**src/rtl/vilt_pkg.sv**
```systemverilog
// ----------------------------------------------------------------------------
// vilt_pkg
// Shared types and constants for the video interface line timer.
// ----------------------------------------------------------------------------
package vilt_pkg;

	localparam int NUM_REGS_DEF = 14;
	localparam int DATA_W       = 32;
	localparam int DIV_STEPS    = 32;
	localparam int CNT_W        = $clog2(DIV_STEPS);

	// function codes
	localparam logic [1:0] FUNC_READ  = 2'd0;
	localparam logic [1:0] FUNC_WRITE = 2'd1;
	localparam logic [1:0] FUNC_FRAME = 2'd2;

	// register indexes
	localparam logic [3:0] REG_STATUS  = 4'd0;
	localparam logic [3:0] REG_WIDTH   = 4'd2;
	localparam logic [3:0] REG_CURRENT = 4'd4;
	localparam logic [3:0] REG_VSYNC   = 4'd6;

	// configuration register indexes
	localparam logic CFG_TICKS = 1'b0;
	localparam logic CFG_ALT   = 1'b1;

	localparam logic [DATA_W-1:0] LINE_MODULUS   = 32'd526;
	localparam logic [DATA_W-1:0] DEFAULT_PERIOD = 32'd500000;
	localparam logic [DATA_W-1:0] RESET_PERIOD   = 32'd5000;
	localparam logic [DATA_W-1:0] RESET_TICKS    = 32'd1;
	localparam int                STATUS_FIELD_BIT = 6;

	typedef struct packed {
		logic [1:0]        func;
		logic [3:0]        reg_index;
		logic [DATA_W-1:0] write_data;
		logic [DATA_W-1:0] write_mask;
		logic [DATA_W-1:0] cpu_count;
	} in_t;

	typedef struct packed {
		logic [DATA_W-1:0] read_data;
		logic              status_changed;
		logic              width_changed;
		logic              irq_raise;
		logic              irq_clear;
		logic [DATA_W-1:0] next_frame_at;
	} out_t;

	typedef enum logic [1:0] {
		S_IDLE,
		S_EXEC,
		S_DIV,
		S_WB
	} state_t;

	typedef struct packed {
		logic capture;
		logic load;
		logic step;
		logic commit;
	} ctrl_cmd_t;

	typedef struct packed {
		logic line_read;
		logic div_last;
	} dp_stat_t;

endpackage

```
**src/rtl/vilt_ctrl.sv**
```systemverilog
// ----------------------------------------------------------------------------
// vilt_ctrl
// Sequencer: takes a word, runs setup, divide (current-line reads only) and writeback, owns out valid.
// ----------------------------------------------------------------------------
module vilt_ctrl (
	input  logic                 clk,
	input  logic                 arst_n,
	input  logic                 in_valid,
	output logic                 in_ready,
	output logic                 out_valid,
	input  logic                 out_ready,
	output vilt_pkg::ctrl_cmd_t  cmd,
	input  vilt_pkg::dp_stat_t   stat
);
	import vilt_pkg::*;

	state_t state_q;
	state_t state_d;
	logic   out_valid_q;
	logic   slot_free;

	assign slot_free = !out_valid_q || out_ready;

	always_comb begin
		state_d = state_q;
		case (state_q)
			S_IDLE: begin
				if (in_valid) state_d = S_EXEC;
			end
			S_EXEC: begin
				state_d = stat.line_read ? S_DIV : S_WB;
			end
			S_DIV: begin
				if (stat.div_last) state_d = S_WB;
			end
			S_WB: begin
				if (slot_free) state_d = S_IDLE;
			end
			default: state_d = S_IDLE;
		endcase
	end

	always_comb begin
		cmd      = '0;
		in_ready = 1'b0;
		case (state_q)
			S_IDLE: begin
				in_ready    = 1'b1;
				cmd.capture = in_valid;
			end
			S_EXEC: cmd.load   = 1'b1;
			S_DIV:  cmd.step   = 1'b1;
			S_WB:   cmd.commit = slot_free;
			default: cmd = '0;
		endcase
	end

	always_ff @(posedge clk or negedge arst_n) begin
		if (!arst_n) begin
			state_q     <= S_IDLE;
			out_valid_q <= 1'b0;
		end else begin
			state_q <= state_d;
			if (cmd.commit) out_valid_q <= 1'b1;
			else if (out_ready) out_valid_q <= 1'b0;
		end
	end

	assign out_valid = out_valid_q;

endmodule

```
**src/rtl/vilt_dp.sv**
```systemverilog
// ----------------------------------------------------------------------------
// vilt_dp
// Datapath: register bank, frame timing, restoring divider, result register.
// ----------------------------------------------------------------------------
module vilt_dp #(
	parameter int NUM_REGS = vilt_pkg::NUM_REGS_DEF
) (
	input  logic                        clk,
	input  logic                        arst_n,
	input  logic                        cfg_wr_en,
	input  logic                        cfg_index,
	input  logic [vilt_pkg::DATA_W-1:0] cfg_data,
	input  vilt_pkg::in_t               in_data,
	output vilt_pkg::out_t              out_data,
	input  vilt_pkg::ctrl_cmd_t         cmd,
	output vilt_pkg::dp_stat_t          stat
);
	import vilt_pkg::*;

	localparam int         IDX_W      = $clog2(NUM_REGS);
	localparam logic [4:0] NUM_REGS_C = 5'(NUM_REGS);

	in_t               item_q;
	logic [DATA_W-1:0] bank_q [NUM_REGS];
	logic              field_q;
	logic [DATA_W-1:0] period_q;
	logic [DATA_W-1:0] next_q;
	logic [DATA_W-1:0] ticks_q;
	logic              alt_q;
	logic [DATA_W-1:0] rem_q;
	logic [DATA_W-1:0] quo_q;
	logic [DATA_W-1:0] divisor_q;
	logic [CNT_W-1:0]  cnt_q;
	logic [DATA_W-1:0] prod_q;
	out_t              out_q;

	logic [IDX_W-1:0]  idx;
	logic              idx_ok;
	logic [DATA_W-1:0] cur;
	logic [DATA_W-1:0] elapsed;
	logic [DATA_W-1:0] vsync;
	logic [DATA_W-1:0] status;
	logic [DATA_W-1:0] vs_plus;
	logic [DATA_W-1:0] prod_full;
	logic [DATA_W:0]   rem_shift;
	logic [DATA_W+1:0] trial;
	logic              fits;
	logic [DATA_W-1:0] line_raw;
	logic [DATA_W-1:0] line;
	logic [DATA_W-1:0] merged;
	logic              mask_diff;
	logic [DATA_W-1:0] new_next;
	logic              bank_we;
	logic [DATA_W-1:0] bank_wd;
	out_t              res;

	assign idx     = item_q.reg_index[IDX_W-1:0];
	assign idx_ok  = {1'b0, item_q.reg_index} < NUM_REGS_C;
	assign cur     = idx_ok ? bank_q[idx] : '0;
	assign vsync   = bank_q[REG_VSYNC[IDX_W-1:0]];
	assign status  = bank_q[REG_STATUS[IDX_W-1:0]];
	assign elapsed = period_q - (next_q - item_q.cpu_count);

	// frame period product, low word only
	assign vs_plus   = vsync + 32'd1;
	assign prod_full = vs_plus * ticks_q;

	// restoring divide step, quotient bits shift into the dividend register
	assign rem_shift = {rem_q, quo_q[DATA_W-1]};
	assign trial     = {1'b0, rem_shift} - {2'b00, divisor_q};
	assign fits      = !trial[DATA_W+1];

	assign line_raw = alt_q ? rem_q : quo_q;
	assign line     = {line_raw[DATA_W-1:1], field_q};

	assign merged    = (cur & ~item_q.write_mask) | (item_q.write_data & item_q.write_mask);
	assign mask_diff = (cur & item_q.write_mask) != (item_q.write_data & item_q.write_mask);
	assign new_next  = next_q + prod_q;

	always_comb begin
		res               = '0;
		res.next_frame_at = next_q;
		bank_we           = 1'b0;
		bank_wd           = merged;
		case (item_q.func)
			FUNC_READ: begin
				if (idx_ok) begin
					if (item_q.reg_index == REG_CURRENT) begin
						res.read_data = line;
						bank_we       = 1'b1;
						bank_wd       = line;
					end else begin
						res.read_data = cur;
					end
				end
			end
			FUNC_WRITE: begin
				if (idx_ok) begin
					if (item_q.reg_index == REG_STATUS) begin
						res.status_changed = mask_diff;
						bank_we            = mask_diff;
					end else if (item_q.reg_index == REG_WIDTH) begin
						res.width_changed = mask_diff;
						bank_we           = mask_diff;
					end else if (item_q.reg_index == REG_CURRENT) begin
						res.irq_clear = 1'b1;
					end else begin
						bank_we = 1'b1;
					end
				end
			end
			FUNC_FRAME: begin
				res.irq_raise     = 1'b1;
				res.next_frame_at = new_next;
			end
			default: res.next_frame_at = next_q;
		endcase
	end

	// architectural state
	always_ff @(posedge clk or negedge arst_n) begin
		if (!arst_n) begin
			for (int i = 0; i < NUM_REGS; i++) bank_q[i] <= '0;
			field_q  <= 1'b0;
			period_q <= RESET_PERIOD;
			next_q   <= RESET_PERIOD;
			ticks_q  <= RESET_TICKS;
			alt_q    <= 1'b0;
		end else begin
			if (cfg_wr_en) begin
				case (cfg_index)
					CFG_TICKS: ticks_q <= cfg_data;
					CFG_ALT:   alt_q   <= cfg_data[0];
					default:   alt_q   <= alt_q;
				endcase
			end
			if (cmd.commit) begin
				if (bank_we) bank_q[idx] <= bank_wd;
				if (item_q.func == FUNC_FRAME) begin
					field_q  <= field_q ^ status[STATUS_FIELD_BIT];
					period_q <= prod_q;
					next_q   <= new_next;
				end
			end
		end
	end

	// working registers
	always_ff @(posedge clk) begin
		if (cmd.capture) item_q <= in_data;
		if (cmd.load) begin
			rem_q     <= '0;
			quo_q     <= elapsed;
			divisor_q <= alt_q ? LINE_MODULUS : ticks_q;
			cnt_q     <= '0;
			prod_q    <= (vsync == '0) ? DEFAULT_PERIOD : prod_full;
		end
		if (cmd.step) begin
			rem_q <= fits ? trial[DATA_W-1:0] : rem_shift[DATA_W-1:0];
			quo_q <= {quo_q[DATA_W-2:0], fits};
			cnt_q <= cnt_q + 1'b1;
		end
		if (cmd.commit) out_q <= res;
	end

	assign stat.line_read = (item_q.func == FUNC_READ) && (item_q.reg_index == REG_CURRENT);
	assign stat.div_last  = cnt_q == CNT_W'(DIV_STEPS - 1);
	assign out_data       = out_q;

endmodule

```
**src/rtl/video_interface_line_timer.sv**
```systemverilog
// ----------------------------------------------------------------------------
// video_interface_line_timer
// Video interface register bank with scanline counter and frame timing.
// ----------------------------------------------------------------------------
//  port group   direction  handshake               payload
//  in_*         input      in_valid / in_ready     in_data   (vilt_pkg::in_t)
//  out_*        output     out_valid / out_ready   out_data  (vilt_pkg::out_t)
//  cfg_*        input      cfg_wr_en               cfg_index, cfg_data
//
//  a current-line read passes through accept, setup, 32 steps of the one-bit
//  restoring divider and writeback; other words go from setup straight to writeback.
//  one word is in flight at a time; a finished word waits in the output
//  register while the next word is accepted and worked on.
//  writeback stalls while the output register is still held by out_ready low.
//  reset is asynchronous; the bank clears to zero, period and next frame to 5000.
// ----------------------------------------------------------------------------
module video_interface_line_timer #(
	parameter int NUM_REGS = vilt_pkg::NUM_REGS_DEF
) (
	input  logic                        clk,
	input  logic                        arst_n,
	input  logic                        in_valid,
	output logic                        in_ready,
	input  vilt_pkg::in_t               in_data,
	output logic                        out_valid,
	input  logic                        out_ready,
	output vilt_pkg::out_t              out_data,
	input  logic                        cfg_wr_en,
	input  logic                        cfg_index,
	input  logic [vilt_pkg::DATA_W-1:0] cfg_data
);
	import vilt_pkg::*;

	ctrl_cmd_t cmd;
	dp_stat_t  stat;

	vilt_ctrl u_ctrl (
		.clk       (clk),
		.arst_n    (arst_n),
		.in_valid  (in_valid),
		.in_ready  (in_ready),
		.out_valid (out_valid),
		.out_ready (out_ready),
		.cmd       (cmd),
		.stat      (stat)
	);

	vilt_dp #(
		.NUM_REGS (NUM_REGS)
	) u_dp (
		.clk       (clk),
		.arst_n    (arst_n),
		.cfg_wr_en (cfg_wr_en),
		.cfg_index (cfg_index),
		.cfg_data  (cfg_data),
		.in_data   (in_data),
		.out_data  (out_data),
		.cmd       (cmd),
		.stat      (stat)
	);

endmodule

```
**config.mk**
```make
export PLATFORM = sky130hd
export DESIGN_NAME = video_interface_line_timer
export DESIGN_NICKNAME = d
export VERILOG_FILES = /design/src/rtl/vilt_pkg.sv /design/src/rtl/vilt_ctrl.sv /design/src/rtl/vilt_dp.sv /design/src/rtl/video_interface_line_timer.sv
export SDC_FILE = /design/constraint.sdc
export NUM_CORES = 2
export LEC_CHECK = 0
export BUFFER_PORTS_ARGS = -buffer_cell sky130_fd_sc_hd__buf_2
export CAP_MARGIN = 10
export CORE_ASPECT_RATIO = 1.75
export CORE_UTILIZATION = 30
export CTS_CLUSTER_DIAMETER = 80
export DETAILED_ROUTE_END_ITERATION = 6
export MAX_ROUTING_LAYER = met4
export PLACE_DENSITY_LB_ADDON = 0.05
export SKIP_LAST_GASP = 1
export SYNTH_ARGS = -nofsm -noshare
export SYNTH_HDL_FRONTEND = slang
export SYNTH_SLANG_ARGS = --single-unit
```
**constraint.sdc**
```tcl
create_clock -name clk -period 10.35 [get_ports clk]
set_input_delay 0.5175 -clock clk [delete_from_list [all_inputs] [get_ports clk]]
set_output_delay 0.5175 -clock clk [all_outputs]
set_load 0.1 [all_outputs]
```
Word-level counts from Yosys, hierarchy flattened. Cells that the tools add are included.

Bits in registers: 852. Input port bits: 140. Logic and storage cells: 130.

Add/sub/neg operators: 6. Multipliers: 1. $lt $le $gt $ge: 3. Eq/ne operators: 12. Multiplexer cells: 40. Bitwise operators: 11. Reduce and logical (&&, ||, !) cells: 20.

Operator list (number): $mux 32 (15); $bwmux 448 (1); $bmux 32 s4 (1); $demux 32 s4 (1); $and 32x32->32 (3); $sub 32x32->32 (2); $sub 33x32->34 (1); $add 32x1->32 const B (1); $add 32x32->32 (1); $logic_not 32->1 (1); $mul 32x32->32 (1); $ne 32x32->1 (1); $not 32->32 (1); $or 32x32->32 (1); $mux 1 (15); $mux 5 (2); $reduce_and 2->1 (5); $pmux 2 s4 (1); $reduce_or 4->1 (2); $eq 2x2->1 const B (3); $mux 2 (3); $reduce_and 3->1 (2); $add 5x1->5 const B (1); $eq 5x5->1 const B (1); 18 further kinds (27).

Depth between registers and ports, before layout.
Depth in word-level cells: 12. Depth in mapped cells: 33. Depth with buffers taken out: 32.

Hierarchy. Synthesis repeated with hierarchy kept, for this count alone.

Cell total of the unflattened synthesis: 5606. Area total of the unflattened synthesis: 58080.7 um2.

Modules (own cells, without submodules): vilt_dp (times used 1, cells an instance 5585, area an instance 57836.7 um2, seq. area each 22775.6 um2); vilt_ctrl (times used 1, cells an instance 21, area an instance 244.0 um2, seq. area each 75.1 um2).

Worst setup path before layout. Ideal clock, no wire load.

Kind: register to register. Start: register u_dp.bank_q, in the netlist u_dp.vsync[2]. End: register u_dp.prod_q[30], data pin. Setup time: 0.266 ns. Arrival: 8.435 ns. Data required time: 10.084 ns. Path slack: 1.649 ns. Cell stages (with the launch flop): 31. Path buffers: 2. Clock period less this slack: 8.701 ns. Path through: dfrtp_1 -> clkbuf_2 -> nand3_2 -> nor3_1 -> nand4_1 -> nor2_1 -> xor2_1 -> clkbuf_1 -> and2_1 -> fa_1 -> fa_1 -> fa_1 -> inv_1 -> fa_1 -> inv_1 -> fa_1 -> inv_1 -> fa_1 -> inv_1 -> fa_1 -> fa_1 -> ha_1 -> a2111oi_0 -> a21oi_1 -> and3_1 -> a221o_1 -> a2111oi_0 -> o21bai_1 -> a21oi_1 -> xor2_1 -> nor2_1.

Cells in the longest elaborated chain, start to end: 2.

Ends and longest elaborated chain: start, declared (line vilt_dp.sv:24) `logic [DATA_W-1:0] bank_q [NUM_REGS];`; start signal, assigned by index (line vilt_dp.sv:138) `if (bank_we) bank_q[idx] <= bank_wd;`; $add 32x1->32 (line vilt_dp.sv:65) `assign vs_plus = vsync + 32'd1;`; $mul 32x32->32 (line vilt_dp.sv:66) `assign prod_full = vs_plus * ticks_q;`; end signal, assigned (line vilt_dp.sv:156) `prod_q <= (vsync == '0) ? DEFAULT_PERIOD : prod_full;`; end, declared (line vilt_dp.sv:34) `logic [DATA_W-1:0] prod_q;`.

Several ways; a longest one is shown, not always the timed one. A chain may end at the register's enable or synchronous reset.

Final worst setup path.
Start: register u_dp.bank_q, in the netlist u_dp.vsync[0]. End: register u_dp.prod_q[31], data pin.

Same word-level chain as after synthesis.

==> flow_results.org <==
** Run status
- The run finished with clean final reports.

** Synth
- The synthesized design contains 852 register bits.
- Synthesized area per cell :: 10.32 sq um
- Net count of the mapped netlist :: 6,404
- For this run, the leading register cell type out of synthesis is dfrtp_1.
- Number of flops mapped to enable cells by yosys :: 303
- Distinct cells, synth :: 80
- FFs w/ async S/R, synth :: 0.6444
- Summing every instance area after synthesis gives 0.05778 sq mm.
- Warnings from Yosys :: 0
- Fraction of the yosys area taken by sequential cells :: 0.3955
- Cells after synthesis :: 5,597

** Floorplanning
- Overall die width :: 333.7 um
- The die covers 0.1944 sq mm.
- Core Region :: 0.1910 sq mm
- Starting Density :: 0.3025
- Number of top-level design ports :: 210
- Count of standard-cell rows :: 212
- In this run the vertical extent of the chip is 582.6 um.

** Placement
- Count of buffers inserted at the top-level ports :: 209
- Once detailed placement completed, the half-perimeter wirelength came to 149.8 mm.
- Pre-CTS setup slack :: 0.6900 ns
- Counting tap cells, the placed design contains a total of 8,075 instances.
- Routability Congestion :: 0.8353

** Clock tree
- Clock insertion delay at the later pin of the skew report :: 0.73 ns
- CTS clock-pin slew for the worst setup and hold paths :: 0.07 ns
- CTS tree :: built
- H-Tree Level Count :: 3
- Hold buffer count at CTS :: 123
- The number of clock buffers added by TritonCTS is 95.
- Max Root-Sink Buffers :: 3
- Number of clock sinks :: 852
- Clk Tree Root Cell :: clkbuf_16
- In this run, post-CTS repair resized a total of 0 instances.
- Number of buffers inserted to repair setup after CTS :: 0

** STA
- Final clock skew :: 0.04483 ns
- Setup violations remaining at the end of the flow were counted as 0.
- Final critical delay including setup and external delays :: 9.681 ns
- At the pin with the least slew margin, the transition time is 1.239 ns.
- Max frequency :: 103.3 MHz
- Once routing completed, OpenROAD measured the worst setup slack at 0.6692 ns.
- Setup repair after global routing missed its margin :: no
- Setup TNS :: 0 ns
- Worst slew margin relative to its limit :: 0.1712
- Final Hold Fails :: 0
- Hold slack final :: 0.05174 ns
- Slew Viols, Final :: 0
- Part of the cycle the worst path needs :: 0.9353

** Critical path
- Critical path peak fanout :: 6
- Worst Path Class, Setup :: flop to flop
- Crit path arrival time :: 10.11 ns
- Longest individual stage delay on the worst path :: 0.61 ns
- Among the stages of the critical path, the cell type that occurs most often is xnor2_1.
- Worst path required time :: 10.78 ns
- Slowest cell on the critical path :: xnor2_1
- The setup check on the worst reg-to-reg path leaves a slack of 0.67 ns.
- The worst setup path is captured at a flop.
- The worst setup path is launched from a flop.

** Layout
- Relative to the synthesized area, the layout overhead comes to 14.76%.
- Excluding fillers, the count of instances in the completed layout stands at 8,382.
- Number of flip-flops under the largest register name :: 384
- Register containing the most flip-flops in the final layout :: u_dp.bank_q
- Total of fill cells in the finished design :: 19,580
- Ratio of cells with drive above 1 in the final layout :: 0.1246
- At the end of the flow, the number of nets in the layout was 6,641.

** GRT
- After global routing the overflow that remains totals 0.
- The first global-routing pass estimated 300.3 mm of wire.
- Antenna violations before repair :: 12
- Maximum number of pins on one net before global-route repair :: 143
- GRT Util Overall :: 0.2197
- The via count of the first global-routing pass is 43,550.

** Run
- Max Cap Violations :: 0

** Detailed routing
- After detailed routing, the number of vias per cell comes to 4.830.
- Count of vias placed by the detailed router :: 40,490
- Average routed wire per standard cell :: 24.65 um
- Summed over all layers, the routed wires come to 206.6 mm.
- The pre-antenna-repair detailed-routing pass consisted of 5 iterations.
- DR DRC count :: 0
- Antenna-violating nets left :: 0
- Starting DRT DRC Count :: 1,975

** Min path
- The worst hold path belongs to the class input pin to flop.
[final cells by class]
type / instances / area [sq um] / share of cell area
sequential: 852 / 22850 / 0.3447
multi-input combinational: 3772 / 31400 / 0.4736
antenna: 5 / 12.51 / 0.0001887
timing repair buffer: 444 / 3191 / 0.04812
clock buffer: 140 / 2803 / 0.04227
inverter: 669 / 2512 / 0.03789
tap: 2461 / 3079 / 0.04644
clock inverter: 39 / 454.2 / 0.006850
[per-layer routing]
layer / up-vias / global-route usage / part of all wire / wire length [um]
met3: 300 / 0.01959 / 0.028 / 5835
met4: 0 / 0.09185 / 0.045 / 9244
li1: 18840 / - / - / -
met2: 736 / 0.3835 / 0.52 / 106600
met5: - / - / 0 / 0
met1: 20620 / 0.2584 / 0.41 / 84920
[path summary, 6_finish.rpt]
kind / start / endpoint / depth (start not counted)
max: u_dp.vsync[0]$_DFFE_PN0P_ / u_dp.prod_q[31]$_SDFFCE_PN0P_ / 32
min reg2reg: u_dp.bank_q[48]$_DFFE_PN0P_ / u_dp.bank_q[48]$_DFFE_PN0P_ / 2
max in group asynchronous: arst_n / u_dp.bank_q[60]$_DFFE_PN0P_ / 4
max reg2reg: u_dp.vsync[0]$_DFFE_PN0P_ / u_dp.prod_q[31]$_SDFFCE_PN0P_ / 32
min in group asynchronous: arst_n / u_dp.next_q[13]$_DFFE_PN0P_ / 2
min: cfg_data[6] / u_dp.ticks_q[6]$_DFFE_PN0P_ / 2
[layout by cell type (no fill, tap or decap), types with 18 or more instances in the layout]
cell type and count:
nor3_1 25, mux2i_1 154, xnor2_1 152, mux2_2 65, o21a_1 29, and2_1 271, a21oi_1 453, nor2b_1 72
dlygate4sd3_1 123, dfrtp_1 536, o21ai_0 242, clkbuf_1 25, buf_4 107, mux4_2 96, nand2_1 526, inv_1 666
edfxtp_1 303, a211oi_2 23, a211oi_1 19, o21ai_1 18, fa_1 441, nand3_1 27, ha_1 223, a21o_1 55
nor2_1 540, xor2_1 54, and3_1 20, buf_2 208, nand2b_1 26, clkbuf_16 100
[per-stage QoR]
step,util,area (sq um)
2_1_floorplan,-,57780
3_3_place_gp,0.3236,61810
3_5_place_dp,0.3236,61810
4_1_cts,0.3471,66290
5_1_grt,0.3471,66300
6_report,0.3472,66310
[cell families (layout without fill, tap and decap cells)]
| family | count (synthesis) | in the layout | share of synthesized area |
|---|---|---|---|
| and+or+nand+nor | 1596 | 1596 | 0.1267 |
| buffers and inverters | 973 | 1292 | 0.06633 |
| AOI/OAI and AO/OA | 969 | 969 | 0.09792 |
| DFF | 852 | 852 | 0.3955 |
| adders and majority gates | 667 | 667 | 0.2017 |
| muxes | 315 | 315 | 0.07677 |
| xor gates and xnor gates | 225 | 225 | 0.03508 |
| other | 0 | 5 | 0 |
[worst max-delay path: cells and delay by family, from the launching register on]
kind,cells,cell delay [ns]
XOR/XNOR,12,3.01
adder cells (fa/ha/maj),9,4.24
buffers and inverters,5,0.27
flip-flops,1,0.45
AND/OR/NAND/NOR,6,1.37
[synthesized netlist by cell type (23+ instances only)]
master | instances | area share
nor2_1 | 549 | 0.036
dfrtp_1 | 538 | 0.23
xor2_1 | 61 | 0.0092
nand2_1 | 527 | 0.034
nand2b_1 | 27 | 0.0029
a21oi_1 | 453 | 0.039
nor3_1 | 27 | 0.0023
mux4_2 | 96 | 0.037
a211oi_2 | 23 | 0.0050
o21ai_0 | 242 | 0.021
mux2_2 | 65 | 0.013
a21boi_0 | 31 | 0.0040
clkbuf_1 | 245 | 0.016
and2_1 | 272 | 0.029
nand3_1 | 27 | 0.0023
fa_1 | 441 | 0.15
edfxtp_1 | 303 | 0.16
o21a_1 | 29 | 0.0038
a21o_1 | 55 | 0.0071
inv_1 | 667 | 0.043
mux2i_1 | 154 | 0.027
xnor2_1 | 159 | 0.024
ha_1 | 226 | 0.049
nor2b_1 | 74 | 0.0080
Power is not shown: default switching activity piles up to over one toggle a cycle in this logic, so the estimate is an artifact.
